--- src/sv/scd_pkg.sv ---
package scd_pkg;

   localparam int ANGLE_BITS      = 16;
   localparam int VOLT_BITS       = 16;
   localparam int DUTY_FIELD_BITS = 8;

   localparam logic [VOLT_BITS-1:0] BUS_RESET = 16'd12000;

   // pi/2 in Q2.30 and sqrt(3) in Q16
   localparam longint unsigned HALF_PI_Q30 = 64'd1686629713;
   localparam logic signed [49:0] SQRT3_Q16 = 50'sd113512;

   // clamped voltage (half-millivolt units) and signed Q1.15 sine/cosine
   typedef struct packed {
      logic signed [17:0] uq2;
      logic signed [15:0] sine;
      logic signed [15:0] cosine;
      logic               clip;
   } wave_type;

   // Quarter-wave entry r of 2^qbits steps: Q2.30 Taylor series, scaled to 32767
   function automatic logic [14:0] sine_entry(input int unsigned r, input int unsigned qbits);
      longint unsigned x;
      longint unsigned x2;
      longint unsigned term;
      longint unsigned v;
      longint          sum;
      x    = (64'(r) * HALF_PI_Q30) >> qbits;
      x2   = (x * x) >> 30;
      term = x;
      sum  = signed'(x);
      term = ((term * x2) >> 30) / 64'd6;
      sum  = sum - signed'(term);
      term = ((term * x2) >> 30) / 64'd20;
      sum  = sum + signed'(term);
      term = ((term * x2) >> 30) / 64'd42;
      sum  = sum - signed'(term);
      term = ((term * x2) >> 30) / 64'd72;
      sum  = sum + signed'(term);
      term = ((term * x2) >> 30) / 64'd110;
      sum  = sum - signed'(term);
      term = ((term * x2) >> 30) / 64'd156;
      sum  = sum + signed'(term);
      term = ((term * x2) >> 30) / 64'd210;
      sum  = sum - signed'(term);
      if (sum < 0) begin
         sum = 0;
      end
      v = (unsigned'(sum) * 64'd32767 + (64'd1 << 29)) >> 30;
      if (v > 64'd32767) begin
         v = 64'd32767;
      end
      return 15'(v);
   endfunction

endpackage

--- src/sv/scd_divide.sv ---
module scd_divide import scd_pkg::*; #(
   parameter int DUTY_BITS = 8
) (
   input  logic                           clock,
   input  logic                           reset,
   input  logic                           in_valid,
   output logic                           in_ready,
   input  logic [VOLT_BITS+DUTY_BITS-1:0] in_scaled_a,
   input  logic [VOLT_BITS+DUTY_BITS-1:0] in_scaled_b,
   input  logic [VOLT_BITS+DUTY_BITS-1:0] in_scaled_c,
   input  logic                           in_clip,
   input  logic [VOLT_BITS-1:0]           vbus,
   output logic                           out_valid,
   input  logic                           out_ready,
   output logic [DUTY_BITS-1:0]           out_quot_a,
   output logic [DUTY_BITS-1:0]           out_quot_b,
   output logic [DUTY_BITS-1:0]           out_quot_c,
   output logic                           out_clip
);

   localparam int SW = VOLT_BITS + DUTY_BITS;

   logic [DUTY_BITS:0]   en;
   logic [DUTY_BITS-1:0] src_v;
   logic [DUTY_BITS-1:0] src_clip;
   logic [SW-1:0]        src_rem [DUTY_BITS][3];
   logic [DUTY_BITS-1:0] src_quot [DUTY_BITS][3];
   logic [SW-1:0]        rem_in [DUTY_BITS][3];
   logic [DUTY_BITS-1:0] quot_in [DUTY_BITS][3];

   logic [DUTY_BITS-1:0] v_ff;
   logic [DUTY_BITS-1:0] clip_ff;
   logic [SW-1:0]        rem_ff [DUTY_BITS][3];
   logic [DUTY_BITS-1:0] quot_ff [DUTY_BITS][3];

   // each stage takes when it is empty or its successor takes
   always_comb begin
      en[DUTY_BITS] = out_ready;
      for (int j = DUTY_BITS - 1; j >= 0; j--) begin
         en[j] = !v_ff[j] || en[j+1];
      end
   end

   assign in_ready = en[0];

   if (DUTY_BITS > 1) begin : g_chain
      assign src_v    = {v_ff[DUTY_BITS-2:0], in_valid};
      assign src_clip = {clip_ff[DUTY_BITS-2:0], in_clip};
   end else begin : g_single
      assign src_v    = in_valid;
      assign src_clip = in_clip;
   end

   always_comb begin
      src_rem[0][0]  = in_scaled_a;
      src_rem[0][1]  = in_scaled_b;
      src_rem[0][2]  = in_scaled_c;
      for (int k = 0; k < 3; k++) begin
         src_quot[0][k] = '0;
      end
      for (int j = 1; j < DUTY_BITS; j++) begin
         src_rem[j]  = rem_ff[j-1];
         src_quot[j] = quot_ff[j-1];
      end
   end

   // restoring division, one quotient bit per stage, MSB first
   always_comb begin
      logic [SW-1:0] dsh;
      for (int j = 0; j < DUTY_BITS; j++) begin
         dsh = SW'(vbus) << (DUTY_BITS - 1 - j);
         for (int k = 0; k < 3; k++) begin
            if (src_rem[j][k] >= dsh) begin
               rem_in[j][k]  = src_rem[j][k] - dsh;
               quot_in[j][k] = src_quot[j][k] | (DUTY_BITS'(1) << (DUTY_BITS - 1 - j));
            end else begin
               rem_in[j][k]  = src_rem[j][k];
               quot_in[j][k] = src_quot[j][k];
            end
         end
      end
   end

   always_ff @(posedge clock) begin
      if (reset) begin
         v_ff <= '0;
      end else begin
         for (int j = 0; j < DUTY_BITS; j++) begin
            if (en[j]) begin
               v_ff[j] <= src_v[j];
            end
         end
      end
      for (int j = 0; j < DUTY_BITS; j++) begin
         if (en[j]) begin
            clip_ff[j] <= src_clip[j];
            rem_ff[j]  <= rem_in[j];
            quot_ff[j] <= quot_in[j];
         end
      end
   end

   assign out_valid  = v_ff[DUTY_BITS-1];
   assign out_clip   = clip_ff[DUTY_BITS-1];
   assign out_quot_a = quot_ff[DUTY_BITS-1][0];
   assign out_quot_b = quot_ff[DUTY_BITS-1][1];
   assign out_quot_c = quot_ff[DUTY_BITS-1][2];

endmodule

--- config.mk ---
export PLATFORM = sky130hd
export DESIGN_NAME = scd_divide
export DESIGN_NICKNAME = d
export VERILOG_FILES = /design/src/sv/scd_pkg.sv /design/src/sv/scd_divide.sv
export SDC_FILE = /design/constraint.sdc
export NUM_CORES = 2
export LEC_CHECK = 0
export ABC_AREA = 1
export CAP_MARGIN = 20
export CELL_PAD_IN_SITES_DETAIL_PLACEMENT = 1
export CELL_PAD_IN_SITES_GLOBAL_PLACEMENT = 1
export CORE_MARGIN = 4
export CORE_UTILIZATION = 52
export CTS_CLUSTER_SIZE = 8
export DETAILED_ROUTE_END_ITERATION = 16
export DONT_BUFFER_PORTS = 1
export GPL_TIMING_DRIVEN = 0
export PLACE_DENSITY = 0.95
export SYNTH_ARGS = -nofsm -noshare
export SYNTH_HDL_FRONTEND = slang
export SYNTH_SLANG_ARGS = --single-unit
--- constraint.sdc ---
create_clock -name clock -period 21.5 [get_ports clock]
set_input_delay 2.15 -clock clock [delete_from_list [all_inputs] [get_ports clock]]
set_output_delay 2.15 -clock clock [all_outputs]
set_load 0.1 [all_outputs]
==> impl_metrics.tcl <==
set metrics [dict create \
    final_nets 8139 \
    mostFrequentLayoutCell "nand2_1" \
    die_w_um 323.9 \
    clkTransAtPathRegs_ps 50 \
    grt_util_all_layers 0.3656 \
    maxCapViolCount 0 \
    crit_type "in -> out" \
    synth_ff_type "edfxtp_1" \
    grt_pass1_wl_um 300500 \
    r2r-end "rem_ff[0][50]" \
    period_share 0.3605 \
    routed-via-count 51340 \
    drc 0 \
    gp_congestion 0.9379 \
    coreArea_mm2 0.09871 \
    cts_max_level 3 \
    relSlewSlack 0.3519 \
    path_max_fanout 13 \
    reg2reg_setup_slack_ps 16140 \
    pwr-share-comb 0.555 \
    grt_pass1_vias 55770 \
    start_util 0.5258 \
    placedInstanceArea_mm2 0.05418 \
    final_cell_count_no_fill 8953 \
    pwr_density_cell_mw_per_mm2 148.1 \
    period_minus_slack_ps 7750 \
    cts_resized 0 \
    whs_path_depth 0 \
    timing.fmax_ghz 0.1290 \
    syn_area_mm2 0.05190 \
    worst_pin_slew_ps 970.8 \
    finalHoldViolCount 0 \
    power_frac_seq 0.288 \
    rsz0062_at_grt "no" \
    antenna_found_initial 2 \
    viasPerCell 5.734 \
    dp.cells 8836 \
    die_y_um 323.9 \
    setup_viol 0 \
    drtPass1Iterations 5 \
    syn_nets 8016 \
    hpwlAfterDp_um 148000 \
    grt_max_degree 75 \
    dieArea_mm2 0.1049 \
    cts.sinks 628 \
    cts_tree "built" \
    status "completed" \
    hp-class "reg -> reg" \
    power.internal_mw 4.253 \
    ys_ff_latch 628 \
    finalMaxSlewViolations 0 \
    p_leak_nw 29.84 \
    rows 115 \
    drt-total-wl_um 193100 \
    cts_root_buffer "clkbuf_16" \
    drt_iter0_drc 4050 \
    fin_area_mm2 0.05664 \
    clk_path_buf_depth 3 \
    power.share.switching 0.4931 \
    ir_drop_mv 0.06124 \
    hold_end "quot_ff[1][69]" \
    yosysWarnings 0 \
    crit_arrival_ps 5600 \
    synthCells 7518 \
    netSwitchingPower_mw 4.137 \
    antenna_left 0 \
    cp-end-kind "output port" \
    tns_ps 0 \
    final_cell_mix "nand2_1 (3269), inv_1 (1195), edfxtp_1 (620)" \
    synthArstFlopShare 0 \
    ys_seq_area_frac 0.3618 \
    drive_gt1_frac 0.05088 \
    r2r_start "v_ff[7]" \
    io_buffers 0 \
    gr-total-overflow 0 \
    area_growth_pct 9.135 \
    worstHoldStart "quot_ff[1][45]" \
    clock_power_share 0.157 \
    finalClockSkew_ps 38.65 \
    reg2reg_depth 9 \
    synth.distinct_cells 45 \
    pin_count 120 \
    hold_buffers 0 \
    finalPower_mw 8.389 \
    avgSynthCellArea_um2 6.903 \
    cts_setup_buffers 0 \
    cp-start-kind "input port" \
    numCtsBuffers 90 \
    worstPathRequired_ps 19350 \
    avgRoutedWirePerCell_um 21.57 \
    clk_latency_ps 690 \
    synth-edff-count 620 \
]
==> area by class of cell <==
| class | count | area [um^2] |
|---|---|---|
| Antenna cell | 1 | 2.502 |
| Buffer | 84 | 716.9 |
| Clock buffer | 106 | 2375 |
| Clock inverter | 10 | 82.58 |
| Fill cell | 13050 | 42070 |
| Inverter | 1227 | 4608 |
| Multi-Input combinational cell | 5579 | 27840 |
| Sequential cell | 628 | 18780 |
| Tap cell | 1287 | 1610 |
| Timing Repair Buffer | 31 | 628.1 |
==> through the flow <==
step	hold WS [ps]	utilization	setup slack, ps
finish	410.0	0.5738	13750
global route	412.2	0.5738	13380
CTS	412.0	0.5738	13660
detailed placement	405.7	0.5489	13710
floorplan	400.3	-	10220
global placement	400.3	0.5421	7285
==> worst max-delay path by stage <==
stage / start / end / slack [ps] / depth (start not counted)
after floorplan: out_ready / in_ready / 10220 / 4
after global placement: out_ready / in_ready / 7280 / 4
after detailed placement: out_ready / in_ready / 13710 / 5
after CTS: out_ready / in_ready / 13660 / 5
after global routing: out_ready / in_ready / 13380 / 5
final: out_ready / in_ready / 13750 / 5
==> Yosys cell counts (all sizes together) (2+ instances only) <==
cell,instances,area (um^2)
nand2,3303,12500
inv,1226,4602
edfxtp,620,18620
nor2,612,2481
nand3,514,2665
ha,384,4805
a21oi,294,1584
xor2,157,1375
buf,83,713.2
nand4,81,628.1
o21ai,72,375.4
nor3,47,245.2
nand3b,32,252.7
xnor2,24,210.2
fa,21,420.4
and2,13,81.33
dfxtp,8,160.2
or2,8,50.05
o21bai,6,45.04
o21a,5,37.54
a211oi,3,22.52
nor4,2,12.51
==> metal layers <==
layer,global-route usage,vias up,share of wire
met5,0,-,0.000047
met4,0.2312,2,0.072
met3,0.05671,743,0.062
met2,0.6388,1949,0.48
met1,0.4197,24770,0.38
li1,-,23880,-
==> kinds of logic after synthesis <==
logic type	count (synthesis)	synth area share
compound gates	380	0.03978
xor+xnor	181	0.03055
fa+ha+maj	405	0.1007
buf+inv	1311	0.1026
flops	628	0.3618
simple gates	4613	0.3646
==> flip-flops by register name (all words and copies together) (netlist names) <==
name	cells
quot_ff	108
rem_ff	504
clip_ff	8
v_ff	8
==> power groups by stage <==
stage	clock [mW]	sequential, mW	combinational [mW]
floorplan	0	2.21	3.23
global placement	0	2.35	4.04
detailed placement	0	2.41	4.44
CTS	1.33	2.40	4.56
global route	1.38	2.44	5.14
finish	1.32	2.42	4.65
==> critical path, cell delays in order <==
cell and delay (ps):
nor2_1 450, nand4_1 810, nor2_1 850, nand4_1 870, buf_16 460
(Power assumes the default switching activity.)
