===== src/sv/scd_pkg.sv =====
package scd_pkg;

   localparam int ANGLE_BITS      = 16;
   localparam int VOLT_BITS       = 16;
   localparam int DUTY_FIELD_BITS = 8;

   localparam logic [VOLT_BITS-1:0] BUS_RESET = 16'd12000;

   // pi/2 in Q2.30 and sqrt(3) in Q16
   localparam longint unsigned HALF_PI_Q30 = 64'd1686629713;
   localparam logic signed [49:0] SQRT3_Q16 = 50'sd113512;

   // clamped voltage (half-millivolt units) and signed Q1.15 sine/cosine
   typedef struct packed {
      logic signed [17:0] uq2;
      logic signed [15:0] sine;
      logic signed [15:0] cosine;
      logic               clip;
   } wave_type;

   // Quarter-wave entry r of 2^qbits steps: Q2.30 Taylor series, scaled to 32767
   function automatic logic [14:0] sine_entry(input int unsigned r, input int unsigned qbits);
      longint unsigned x;
      longint unsigned x2;
      longint unsigned term;
      longint unsigned v;
      longint          sum;
      x    = (64'(r) * HALF_PI_Q30) >> qbits;
      x2   = (x * x) >> 30;
      term = x;
      sum  = signed'(x);
      term = ((term * x2) >> 30) / 64'd6;
      sum  = sum - signed'(term);
      term = ((term * x2) >> 30) / 64'd20;
      sum  = sum + signed'(term);
      term = ((term * x2) >> 30) / 64'd42;
      sum  = sum - signed'(term);
      term = ((term * x2) >> 30) / 64'd72;
      sum  = sum + signed'(term);
      term = ((term * x2) >> 30) / 64'd110;
      sum  = sum - signed'(term);
      term = ((term * x2) >> 30) / 64'd156;
      sum  = sum + signed'(term);
      term = ((term * x2) >> 30) / 64'd210;
      sum  = sum - signed'(term);
      if (sum < 0) begin
         sum = 0;
      end
      v = (unsigned'(sum) * 64'd32767 + (64'd1 << 29)) >> 30;
      if (v > 64'd32767) begin
         v = 64'd32767;
      end
      return 15'(v);
   endfunction

endpackage


===== src/sv/scd_xform.sv =====
module scd_xform import scd_pkg::*; #(
   parameter int DUTY_BITS = 8
) (
   input  logic                          clock,
   input  logic                          reset,
   input  logic                          in_valid,
   output logic                          in_ready,
   input  wave_type                      in_data,
   input  logic [VOLT_BITS-1:0]          vbus,
   output logic                          out_valid,
   input  logic                          out_ready,
   output logic [VOLT_BITS+DUTY_BITS-1:0] out_scaled_a,
   output logic [VOLT_BITS+DUTY_BITS-1:0] out_scaled_b,
   output logic [VOLT_BITS+DUTY_BITS-1:0] out_scaled_c,
   output logic                          out_clip
);

   localparam int SW = VOLT_BITS + DUTY_BITS;
   localparam int UW = 49;
   localparam int MW = UW + DUTY_BITS;

   logic en3;
   logic en4;
   logic en5;
   logic en6;

   // multiply
   logic signed [33:0] ps_in;
   logic signed [33:0] pc_in;
   logic               v3_ff;
   logic signed [33:0] ps_ff;
   logic signed [33:0] pc_ff;
   logic               clip3_ff;

   // sqrt3 scaling
   logic signed [49:0] b3_in;
   logic               v4_ff;
   logic signed [33:0] ps4_ff;
   logic signed [49:0] b3_ff;
   logic               clip4_ff;

   // phase sums and clamp to [0, vbus]
   logic signed [51:0] v2w;
   logic signed [51:0] topw;
   logic signed [51:0] psw16;
   logic signed [51:0] psw17;
   logic signed [51:0] b3w;
   logic signed [51:0] sum_in [3];
   logic [UW-1:0]      u_in [3];
   logic               v5_ff;
   logic [UW-1:0]      u_ff [3];
   logic               clip5_ff;

   // scale by 2^DUTY_BITS - 1, drop the fraction
   logic [MW-1:0]      prod [3];
   logic [SW-1:0]      scaled_in [3];
   logic               v6_ff;
   logic [SW-1:0]      scaled_ff [3];
   logic               clip6_ff;

   assign en6      = !v6_ff || out_ready;
   assign en5      = !v5_ff || en6;
   assign en4      = !v4_ff || en5;
   assign en3      = !v3_ff || en4;
   assign in_ready = en3;

   assign ps_in = 34'(in_data.uq2) * 34'(in_data.sine);
   assign pc_in = 34'(in_data.uq2) * 34'(in_data.cosine);

   assign b3_in = 50'(pc_ff) * SQRT3_Q16;

   always_comb begin
      v2w      = signed'({4'b0, vbus, 32'b0});
      topw     = signed'({3'b0, vbus, 33'b0});
      psw16    = 52'(ps4_ff) <<< 16;
      psw17    = 52'(ps4_ff) <<< 17;
      b3w      = 52'(b3_ff);
      sum_in[0] = v2w - psw17;
      sum_in[1] = v2w + b3w + psw16;
      sum_in[2] = v2w + psw16 - b3w;
      for (int k = 0; k < 3; k++) begin
         priority if (sum_in[k] < 0) begin
            u_in[k] = '0;
         end else if (sum_in[k] > topw) begin
            u_in[k] = UW'(topw);
         end else begin
            u_in[k] = UW'(sum_in[k]);
         end
      end
   end

   always_comb begin
      for (int k = 0; k < 3; k++) begin
         prod[k]      = {u_ff[k], {DUTY_BITS{1'b0}}} - MW'(u_ff[k]);
         scaled_in[k] = prod[k][MW-1:33];
      end
   end

   always_ff @(posedge clock) begin
      if (reset) begin
         v3_ff <= 1'b0;
         v4_ff <= 1'b0;
         v5_ff <= 1'b0;
         v6_ff <= 1'b0;
      end else begin
         if (en3) begin
            v3_ff <= in_valid;
         end
         if (en4) begin
            v4_ff <= v3_ff;
         end
         if (en5) begin
            v5_ff <= v4_ff;
         end
         if (en6) begin
            v6_ff <= v5_ff;
         end
      end
      if (en3) begin
         ps_ff    <= ps_in;
         pc_ff    <= pc_in;
         clip3_ff <= in_data.clip;
      end
      if (en4) begin
         ps4_ff   <= ps_ff;
         b3_ff    <= b3_in;
         clip4_ff <= clip3_ff;
      end
      if (en5) begin
         u_ff     <= u_in;
         clip5_ff <= clip4_ff;
      end
      if (en6) begin
         scaled_ff <= scaled_in;
         clip6_ff  <= clip5_ff;
      end
   end

   assign out_valid    = v6_ff;
   assign out_scaled_a = scaled_ff[0];
   assign out_scaled_b = scaled_ff[1];
   assign out_scaled_c = scaled_ff[2];
   assign out_clip     = clip6_ff;

endmodule


===== config.mk =====
export PLATFORM = sky130hd
export DESIGN_NAME = scd_xform
export DESIGN_NICKNAME = d
export VERILOG_FILES = /design/src/sv/scd_pkg.sv /design/src/sv/scd_xform.sv
export SDC_FILE = /design/constraint.sdc
export NUM_CORES = 2
export LEC_CHECK = 0
export ABC_AREA = 1
export BUFFER_PORTS_ARGS = -buffer_cell sky130_fd_sc_hd__buf_2
export CORE_MARGIN = 10
export CORE_UTILIZATION = 50
export CTS_BUF_LIST = sky130_fd_sc_hd__clkbuf_16
export CTS_CLUSTER_DIAMETER = 200
export CTS_CLUSTER_SIZE = 24
export DETAILED_ROUTE_END_ITERATION = 7
export PLACE_DENSITY_LB_ADDON = 0.15
export SETUP_SLACK_MARGIN = 0.3
export SKIP_CTS_REPAIR_TIMING = 1
export SYNTH_ARGS = -nofsm -noshare
export SYNTH_HDL_FRONTEND = slang
export SYNTH_SLANG_ARGS = --single-unit

===== constraint.sdc =====
create_clock -name clock -period 7.95 [get_ports clock]
set_input_delay 0 -clock clock [delete_from_list [all_inputs] [get_ports clock]]
set_output_delay 0 -clock clock [all_outputs]
set_load 0.01 [all_outputs]

==> run metrics <==
outcome=finished, violations left; failing checks=negative hold slack; critical-path cell list=ha_1 > inv_1 > fa_1 > fa_1 > inv_1 > fa_1 > fa_1 > inv_1 > fa_1 > inv_1 > ha_1 > nand2_1 > nor2_1 > nand2_1 > o21ai_0 > a21oi_1 > o21ai_0 > nand4_1 > nand2_1 > xor2_1; Final Hold Vio Count=1; storage element area=0.0106 mm^2; GPL Wtd Cong=0.966; Setup CP Type=reg -> reg; share of post-route cells with drive strength above 1=3.24%; drt first pass iters=6; Detail Route Antenna Nets=0; Final nets=9,012; Yosys top cell area share=29.3%; TNS Setup=0 ns; TritonCTS clock tree=yes; final hold slack=-0.00584 ns; grt total ovfl=0; IO Pins=146; Net Count, Synth=8,961; top cells by count, synth=2,018 x inv_1, 1,529 x nand2_1, 877 x fa_1; Worst-Margin Slew=1.01 ns; drt total wl=164 mm; Clk Latency, worst-skew pair=0.58 ns; worst path required time=8.24 ns; slowest CP cell=fa_1; worst path buffer plus inverter count=4; Post-synth EDFFs=349; most frequent CP cell=fa_1; Clock Pin Slew Worst Setup and Hold Paths=0.11 ns; Distinct cells, synth=49; maxcap violations=0; Sink Count=353; sequential share of the synthesized area=17.6%; final setup fails=0; CP Launch Point=pc_ff[5]; area of the multi-input gates=0.0413 mm^2; Tot GR Track Use=24.5%; Die Span Y=366 um; DR DRC count=0; Yosys reg bits=353; vias in the first global route=48,100; CORE AREA=0.119 mm^2; Hold WC Path Type=in -> reg; Reg-to-Reg Start=pc_ff[5]; Netlist Area Pre-Place=0.0600 mm^2; Worst path top cell family by delay=adder cells; skew final=0.0336 ns; Starting Density=50.2%; DRT iter0 DRCs=3,201; Yosys warnings=0; fill count=11,700; RSZ-0062 raised after global routing=no; Worst path max stage delay=0.55 ns; clk buf depth=3; Async SR Flop Fraction=0%; vias=46,600; Tmin final=6.24 ns; Area Growth Syn to Fin=4.91%; fin crit share=78.5%; final slew viol count=0; largest net degree at the start of global routing=77; ys flop type=edfxtp_1; routed len/inst=18.0 um; CP max FO=4; CTS Buf Count=18; vias per std cell=5.13; critical path endpoint category=flop; crit start category=flop; number of H-tree levels=1; Die ar.=0.134 mm^2; most frequent cell after synthesis=inv_1; Data arrival, critical path=6.53 ns; Slew Limit Headroom=32.4%; top post-synthesis cells by area=fa_1 29%, edfxtp_1 17%, inv_1 13%, ha_1 12%, nand2_1 9.6%; clk root buf=clkbuf_16; standard-cell rows=127; Synth Area per Inst=8.08 um^2; Detailed Place HPWL=140 mm; FMAX=160 MHz; IO Port Bufs=145; die width=366 um; hold_sp=vbus[11]; area leader, netlist=fa_1; initial antenna violation count=10; Syn Inst Count=7,422; first-pass GRT wire length=264 mm
-- stage by stage --
| step | hold WS [ns] | setup slack [ns] | std cells | utilization [%] | area (um^2) |
|---|---|---|---|---|---|
| 2_1_floorplan | 0.0691 | 1.19 | 7422 | - | 60000 |
| 3_3_place_gp | 0.178 | 1.77 | 9052 | 52.1 | 62300 |
| 3_5_place_dp | 0.180 | 1.66 | 9052 | 52.1 | 62300 |
| 4_1_cts | -0.409 | 1.69 | 9078 | 52.5 | 62800 |
| 5_1_grt | 0.000492 | 1.37 | 9092 | 52.7 | 62900 |
| 6_report | -0.00584 | 1.71 | 9094 | 52.7 | 62900 |
-- final cells by class --
cell class	count	share of cell area (%)
multi-input cells	4902	65.6
flip-flops and latches	353	16.8
inverters	2026	12.1
well taps	1612	3.21
repair buffers	172	1.53
clock buffers	19	0.756
clock inverters	7	0.0497
diodes	3	0.0119
-- sequential cells by signal (all words and copies together) (netlist names), 24 cells and up --
signal / count
out_scaled_a: 24
b3_ff: 47
pc_ff: 34
ps_ff: 34
out_scaled_c: 24
ps4_ff: 34
u_ff: 124
out_scaled_b: 24
-- worst reg2reg max path, cell delays in order, from the launching register on --
cell and delay, ns:
edfxtp_1 0.47, ha_1 0.42, inv_1 0.08, fa_1 0.49
fa_1 0.55, inv_1 0.05, fa_1 0.50, fa_1 0.51
inv_1 0.06, fa_1 0.50, inv_1 0.04, ha_1 0.35
nand2_1 0.11, nor2_1 0.13, nand2_1 0.07, o21ai_0 0.42
a21oi_1 0.18, o21ai_0 0.30, nand4_1 0.13, nand2_1 0.09
xor2_1 0.49
-- per-layer routing --
metal	global-route usage (%)	vias to the layer above	share of wire [%]
met2	42.1	1365	48
li1	-	22500	-
met3	2.93	238	5.5
met1	32.2	22500	43
met4	7.22	10	3.5
met5	0	-	0.037
-- cells by family after synthesis --
kind of cell / after synthesis / share of synthesized area, %
fa+ha+maj: 1468 / 41.6
compound gates: 719 / 6.73
simple gates: 2455 / 16.6
buf+inv: 2167 / 13.6
flops: 353 / 17.6
xor+xnor: 260 / 3.81
-- path summary, 6_finish.rpt --
kind | endpoint | cells past startpoint | slack [ns]
worst max register to register | b3_ff[32] | 20 | 1.71
worst max-delay path | b3_ff[32] | 20 | 1.71
worst min register to register | ps4_ff[14] | 0 | 0.42
worst min-delay path | u_ff[142] | 5 | -0.006
-- cell usage in the layout (no fill, tap or decap), drive strengths merged, types with 7 or more instances in the layout --
| cell type | count |
|---|---|
| a21boi | 10 |
| a21o | 39 |
| a21oi | 355 |
| a31oi | 41 |
| and3 | 7 |
| buf | 159 |
| clkbuf | 19 |
| dlygate4sd3 | 13 |
| edfxtp | 349 |
| fa | 877 |
| ha | 591 |
| inv | 2032 |
| nand2 | 1539 |
| nand3 | 160 |
| nand3b | 18 |
| nand4 | 85 |
| nor2 | 570 |
| nor3 | 54 |
| nor4 | 13 |
| o211ai | 8 |
| o21a | 24 |
| o21ai | 185 |
| o21bai | 20 |
| o221ai | 13 |
| xnor2 | 91 |
| xor2 | 169 |
Power is left out: the tool's default activity adds up to more than one toggle a clock period on the data nets, which glitch-free logic cannot reach.
